<file path="config.mk">
export PLATFORM = sky130hd
export DESIGN_NAME = length_prefixed_frame_parser_unit
export DESIGN_NICKNAME = d
export VERILOG_FILES = /design/src/rtl/core/lpfp_pkg.sv /design/src/rtl/core/lpfp_in_reg.sv /design/src/rtl/core/lpfp_parse.sv /design/src/rtl/core/lpfp_out_reg.sv /design/src/rtl/core/length_prefixed_frame_parser_unit.sv
export SDC_FILE = /design/constraint.sdc
export NUM_CORES = 1
export LEC_CHECK = 0
export BUFFER_PORTS_ARGS = -buffer_cell sky130_fd_sc_hd__buf_4
export CORE_AREA = 2 2 118 120
export DETAILED_ROUTE_END_ITERATION = 8
export DIE_AREA = 0 0 120 122
export GPL_ROUTABILITY_DRIVEN = 0
export GPL_TIMING_DRIVEN = 0
export PLACE_DENSITY = 0.6
export SKIP_LAST_GASP = 1
export SLEW_MARGIN = 40
export SYNTH_ARGS = -nofsm -noshare
export SYNTH_HDL_FRONTEND = slang
export SYNTH_SLANG_ARGS = --single-unit
</file>
<file path="constraint.sdc">
create_clock -name clk -period 6.75 [get_ports clk]
set_input_delay 1.0125 -clock clk [delete_from_list [all_inputs] [get_ports clk]]
set_output_delay 1.0125 -clock clk [all_outputs]
set_load 0.02 [all_outputs]
</file>
<file path="src/rtl/core/lpfp_pkg.sv">
// shared codes and result type for the length-prefixed frame parser
package lpfp_pkg;

	localparam logic [2:0] PH_LEN_HI  = 3'd0;
	localparam logic [2:0] PH_LEN_LO  = 3'd1;
	localparam logic [2:0] PH_HLEN_HI = 3'd2;
	localparam logic [2:0] PH_HLEN_LO = 3'd3;
	localparam logic [2:0] PH_HEADER  = 3'd4;
	localparam logic [2:0] PH_BODY    = 3'd5;

	localparam logic [1:0] KIND_LEN    = 2'd0;
	localparam logic [1:0] KIND_HEADER = 2'd1;
	localparam logic [1:0] KIND_BODY   = 2'd2;

	typedef struct packed {
		logic [7:0] out_byte;
		logic [1:0] byte_kind;
		logic       header_end;
		logic       frame_end;
		logic       length_error;
	} res_t;

endpackage

</file>
<file path="src/rtl/core/lpfp_in_reg.sv">
// input register stage of the frame parser
module lpfp_in_reg (
	input  logic       clk,
	input  logic       arst_n,
	input  logic       in_valid,
	input  logic [7:0] in_byte,
	input  logic       advance,
	output logic       in_stall,
	output logic       valid_s1,
	output logic [7:0] byte_s1
);
	logic accept;

	// the stage frees itself in the same cycle it hands its byte on
	assign in_stall = valid_s1 && !advance;
	assign accept   = in_valid && !in_stall;

	always_ff @(posedge clk or negedge arst_n) begin
		if (!arst_n) begin
			valid_s1 <= 1'b0;
		end else if (accept) begin
			valid_s1 <= 1'b1;
		end else if (advance) begin
			valid_s1 <= 1'b0;
		end
	end

	always_ff @(posedge clk) begin
		if (accept) begin
			byte_s1 <= in_byte;
		end
	end
endmodule

</file>
<file path="src/rtl/core/lpfp_parse.sv">
// frame state tracking and per-byte tagging
module lpfp_parse (
	input  logic          clk,
	input  logic          arst_n,
	input  logic          advance,
	input  logic [7:0]    byte_s1,
	output lpfp_pkg::res_t res
);
	import lpfp_pkg::*;

	logic [2:0]  phase_q, phase_d;
	logic [15:0] msg_len_q, msg_len_d;
	logic [15:0] hdr_rem_q, hdr_rem_d;
	logic [15:0] body_rem_q, body_rem_d;
	logic [15:0] hdr_len;
	logic [16:0] need;
	logic        too_long;
	logic [15:0] body_len;
	logic [15:0] hdr_dec;
	logic [15:0] body_dec;

	assign hdr_len  = {hdr_rem_q[15:8], byte_s1};
	assign need     = {1'b0, hdr_len} + 17'd2;
	assign too_long = need > {1'b0, msg_len_q};
	assign body_len = too_long ? 16'd0 : (msg_len_q - need[15:0]);
	assign hdr_dec  = hdr_rem_q - 16'd1;
	assign body_dec = body_rem_q - 16'd1;

	always_comb begin
		phase_d          = phase_q;
		msg_len_d        = msg_len_q;
		hdr_rem_d        = hdr_rem_q;
		body_rem_d       = body_rem_q;
		res.out_byte     = byte_s1;
		res.byte_kind    = KIND_LEN;
		res.header_end   = 1'b0;
		res.frame_end    = 1'b0;
		res.length_error = 1'b0;
		unique case (phase_q)
			PH_LEN_LO: begin
				msg_len_d = {msg_len_q[15:8], byte_s1};
				phase_d   = PH_HLEN_HI;
			end
			PH_HLEN_HI: begin
				hdr_rem_d = {byte_s1, 8'h00};
				phase_d   = PH_HLEN_LO;
			end
			PH_HLEN_LO: begin
				hdr_rem_d        = hdr_len;
				body_rem_d       = body_len;
				res.length_error = too_long;
				if (hdr_len != 16'd0) begin
					phase_d = PH_HEADER;
				end else if (body_len != 16'd0) begin
					phase_d = PH_BODY;
				end else begin
					res.frame_end = 1'b1;
					phase_d       = PH_LEN_HI;
				end
			end
			PH_HEADER: begin
				res.byte_kind = KIND_HEADER;
				hdr_rem_d     = hdr_dec;
				if (hdr_dec == 16'd0) begin
					res.header_end = 1'b1;
					if (body_rem_q != 16'd0) begin
						phase_d = PH_BODY;
					end else begin
						res.frame_end = 1'b1;
						phase_d       = PH_LEN_HI;
					end
				end
			end
			PH_BODY: begin
				res.byte_kind = KIND_BODY;
				body_rem_d    = body_dec;
				if (body_dec == 16'd0) begin
					res.frame_end = 1'b1;
					phase_d       = PH_LEN_HI;
				end
			end
			default: begin
				// first length byte, also taken for unused phase codes
				msg_len_d = {byte_s1, 8'h00};
				phase_d   = PH_LEN_LO;
			end
		endcase
	end

	always_ff @(posedge clk or negedge arst_n) begin
		if (!arst_n) begin
			phase_q    <= PH_LEN_HI;
			msg_len_q  <= 16'd0;
			hdr_rem_q  <= 16'd0;
			body_rem_q <= 16'd0;
		end else if (advance) begin
			phase_q    <= phase_d;
			msg_len_q  <= msg_len_d;
			hdr_rem_q  <= hdr_rem_d;
			body_rem_q <= body_rem_d;
		end
	end
endmodule

</file>
<file path="src/rtl/core/lpfp_out_reg.sv">
// result register of the frame parser
module lpfp_out_reg (
	input  logic           clk,
	input  logic           arst_n,
	input  logic           valid_s1,
	input  lpfp_pkg::res_t res,
	input  logic           out_stall,
	output logic           advance,
	output logic           out_valid,
	output lpfp_pkg::res_t res_q
);
	import lpfp_pkg::*;

	// take a new result when the register is empty or its transaction completes
	assign advance = valid_s1 && (!out_valid || !out_stall);

	always_ff @(posedge clk or negedge arst_n) begin
		if (!arst_n) begin
			out_valid <= 1'b0;
		end else if (advance) begin
			out_valid <= 1'b1;
		end else if (!out_stall) begin
			out_valid <= 1'b0;
		end
	end

	always_ff @(posedge clk) begin
		if (advance) begin
			res_q <= res;
		end
	end
endmodule

</file>
<file path="src/rtl/core/length_prefixed_frame_parser_unit.sv">
// Length-prefixed frame parser: takes one byte per cycle unless stalled and
// tags each byte as length field, header or body, marking the last header
// byte, the end of each frame and a header length that does not fit the
// message length. A frame is a 16-bit big-endian message length, a 16-bit
// big-endian header length, the header bytes and then the rest of the message
// as body. Throughput is one byte per clock while out_stall is low; each byte
// passes through an input register and a result register, and the per-byte
// work is a single counter update and compare between them.
module length_prefixed_frame_parser_unit (
	input  logic       clk,
	input  logic       arst_n,
	input  logic       in_valid,
	output logic       in_stall,
	input  logic [7:0] in_byte,
	output logic       out_valid,
	input  logic       out_stall,
	output logic [7:0] out_byte,
	output logic [1:0] byte_kind,
	output logic       header_end,
	output logic       frame_end,
	output logic       length_error
);
	import lpfp_pkg::*;

	logic       advance;
	logic       valid_s1;
	logic [7:0] byte_s1;
	res_t       res;
	res_t       res_q;

	lpfp_in_reg u_in_reg (
		.clk      (clk),
		.arst_n   (arst_n),
		.in_valid (in_valid),
		.in_byte  (in_byte),
		.advance  (advance),
		.in_stall (in_stall),
		.valid_s1 (valid_s1),
		.byte_s1  (byte_s1)
	);

	lpfp_parse u_parse (
		.clk     (clk),
		.arst_n  (arst_n),
		.advance (advance),
		.byte_s1 (byte_s1),
		.res     (res)
	);

	lpfp_out_reg u_out_reg (
		.clk       (clk),
		.arst_n    (arst_n),
		.valid_s1  (valid_s1),
		.res       (res),
		.out_stall (out_stall),
		.advance   (advance),
		.out_valid (out_valid),
		.res_q     (res_q)
	);

	assign out_byte     = res_q.out_byte;
	assign byte_kind    = res_q.byte_kind;
	assign header_end   = res_q.header_end;
	assign frame_end    = res_q.frame_end;
	assign length_error = res_q.length_error;

`ifndef SYNTHESIS
	a_hdr_end_kind: assert property (@(posedge clk) disable iff (!arst_n)
		out_valid && header_end |-> byte_kind == KIND_HEADER)
		else $error("header end on a byte that is not a header byte");

	a_len_err_kind: assert property (@(posedge clk) disable iff (!arst_n)
		out_valid && length_error |-> byte_kind == KIND_LEN)
		else $error("length error on a byte that is not a length byte");

	a_stall_full: assert property (@(posedge clk) disable iff (!arst_n)
		in_stall |-> valid_s1 && out_valid && out_stall)
		else $error("input stalled while the pipeline can move");

	a_advance_load: assert property (@(posedge clk) disable iff (!arst_n)
		advance |=> out_valid)
		else $error("result register empty after a load");
`endif
endmodule
</file>
==> out/metrics.csv <==
metric;value;unit
status;finished clean;
cts_tree;yes;
grt-ovfl-total;0;
drive_above_1_share;9.207;%
nets;752;
ir_worst_vdd;249.8;µV
synth_area;5503;µm²
post_cts_buffers;0;
area_delta_synth_final;13.73;%
cp_max_fo;8;
tightestPinTransition;0.7674;ns
placed_cell_area;5928;µm²
synth_area_per_cell;8.300;µm²
hold_buffers;0;
synth.distinct_cells;70;
start_util;40.75;%
die_y;122;µm
fin_ws;2.374;ns
grt_max_degree;54;
htreeDepth;3;
max_freq;0.2285;GHz
dp.cells;870;
worstSetupStartpointType;flop;
rsz0062_at_grt;no;
slew_viol_final;0;
synth_nets;714;
antenna_found_initial;0;
insertedDiodeCount;0;
setup_tns;0;ns
via_per_inst;5.664;
critical_path_required;6.96;ns
power_density;486.3;nW/µm²
io_buffers;26;
hold_class;flop to flop;
first_global_vias;4697;
netlist_instances;663;
first_iter_violations;350;
core;13500;µm²
ctsRootBufferMaster;clkbuf_16;
relSlewSlack;48.17;%
synth_area_leaders;dfrtp_1, edfxtp_1, ha_1;
fin_area;6259;µm²
cts-buffers-inserted;9;
ant_nets;0;
setup_viol;0;
io_pins;27;
cts_resized;0;
cts.sinks;74;
ys_ff_latch;74;
route.vias.total;5018;
hold_viol_final;0;
place_ws;2.377;ns
drc_errors;0;
fin_crit_sh;64.83;%
synth_edf_count;21;
fp.dieW;120;µm
cts_buffer_depth;2;
worst_clock_skew;0.005980;ns
period_minus_slack;4.376;ns
clock_latency;0.34;ns
fill_cells;1317;
dp.final_hpwl;10540;µm
dieArea;14640;µm²
synth_ff_type;dfrtp_1;
worst_ep_arrival_time;4.59;ns
worstSetupPathType;flop to flop;
drv_cap;0;
yosysTopAreaCellShare;24.10;%
ys_async_sr_fraction;71.62;%
path_clk_slew;0.06;ns
ys_warn_count;0;
drtPass1Iterations;5;
wl;14270;µm
power.total;3044;µW
track_usage;20.40;%
fin_cells;886;
cp-end-kind;flop;
synth_top_cell_by_area;dfrtp_1;
leakage;0.002626;µW
rows;43;
ys_seq_area_share;35.56;%
avgRoutedWirePerCell;16.11;µm
grt_pass1_wl;23500;µm
[critical path: stages (launching register included)]
cell and delay, ns:
edfxtp_1 0.33, clkbuf_1 0.46, and3_1 0.24, nand3_1 0.20
xnor2_1 0.33, ha_1 0.34, inv_1 0.13, o21bai_1 0.08
a221o_1 0.42, xor2_1 0.19, nor4b_1 0.29, and4_1 0.24
nand4_1 0.10, o41ai_1 0.64, a31o_1 0.23
[routing by layer]
layer  part of all wire, %  global-route usage, %  vias to the layer above  routed length [µm]
met5                     0                      0                        -                   0
met4                   1.7                  8.088                        0                 240
met3                   6.1                  3.371                       18                 870
met2                    47                  33.13                      189                6638
met1                    46                  27.21                     2361                6523
li1                      -                      -                     2450                   -
[registers in the layout, summed over array words and instances, names as in the netlist]
signal / flops
u_parse.body_rem_q: 16
u_parse.hdr_rem_q: 16
u_parse.msg_len_q: 16
u_out_reg.res_q: 13
u_in_reg.byte_s1: 8
u_parse.phase_q: 3
u_in_reg.valid_s1: 1
u_out_reg.out_valid: 1
[final cells by class]
class	instances	area [µm²]	area share, %
Timing Repair Buffer	27	200.2	3.199
Inverter	49	183.9	2.939
Clock inverter	6	88.84	1.419
Tap cell	180	225.2	3.599
Buffer	37	157.7	2.519
Multi-Input combinational cell	503	3217	51.40
Sequential cell	74	1957	31.27
Clock buffer	10	229.0	3.659
[power by group]
| part | switching (µW) | internal, µW |
|---|---|---|
| Clock | 192 | 324 |
| Combinational | 1090 | 669 |
| Sequential | 152 | 613 |
[placed cells by master (no fill, tap or decap), drive strengths merged, types with 10 or more instances in the layout]
| cell | count |
|---|---|
| and3 | 11 |
| xnor2 | 16 |
| nor4 | 12 |
| a21oi | 41 |
| a31oi | 10 |
| nor3 | 18 |
| buf | 33 |
| nand3 | 17 |
| ha | 38 |
| edfxtp | 21 |
| xor2 | 13 |
| inv | 50 |
| nand2b | 10 |
| clkbuf | 41 |
| nand2 | 50 |
| o21ai | 77 |
| nor2 | 76 |
| dfrtp | 53 |
[cell families (layout without fill, tap and decap cells)]
family	count (synthesis)	count (layout)	synth area share, %
buf+inv	86	129	6.207
flops	74	74	35.56
fa+ha+maj	39	39	9.004
mux	9	9	1.773
compound gates	187	187	20.78
simple gates	239	239	22.06
xor+xnor	29	29	4.616
[worst paths after layout]
kind	endpoint	depth (start not counted)	start	slack (ns)
setup / recovery	u_out_reg.res_q[1]	14	u_in_reg.byte_s1[5]	2.37
hold / removal	u_out_reg.res_q[12]	0	u_in_reg.byte_s1[7]	0.44
setup reg to reg	u_out_reg.res_q[1]	14	u_in_reg.byte_s1[5]	2.37
hold reg to reg	u_out_reg.res_q[12]	0	u_in_reg.byte_s1[7]	0.44
max in group asynchronous	u_parse.body_rem_q[1]	1	arst_n	5.50
min in group asynchronous	u_parse.body_rem_q[6]	1	arst_n	0.69
[through the flow]
| step | utilization [%] | hold slack (ns) |
|---|---|---|
| 2_1_floorplan | - | 0.4244 |
| 3_3_place_gp | 43.86 | 0.4297 |
| 3_5_place_dp | 43.90 | 0.4422 |
| 4_1_cts | 46.25 | 0.4449 |
| 5_1_grt | 46.34 | 0.4518 |
| 6_report | 46.34 | 0.4429 |
[cells in the mapped netlist (2+ instances only)]
library cell,instances
or4_1,2
o21bai_1,3
nor3b_1,2
a22oi_1,6
inv_1,48
xor2_1,13
nor3_1,18
buf_6,2
nand4_1,7
xnor2_1,16
o211ai_1,3
a32oi_1,9
mux2_2,6
a31oi_1,10
a311oi_1,3
and3_1,11
clkbuf_1,31
a21oi_1,40
buf_2,3
nand3_1,16
nor2_1,75
edfxtp_1,21
a21o_1,7
a211oi_1,6
nor2b_1,5
nand3b_1,4
nand4b_1,3
o31ai_1,4
o41ai_1,3
nand2b_1,10
or3_1,3
nand2_1,50
mux2i_1,3
dfrtp_1,53
o21ai_1,4
o21ai_0,73
nor4_1,11
nor4b_1,4
ha_1,38
and2_1,7
Power figures use the tool's default switching activity.
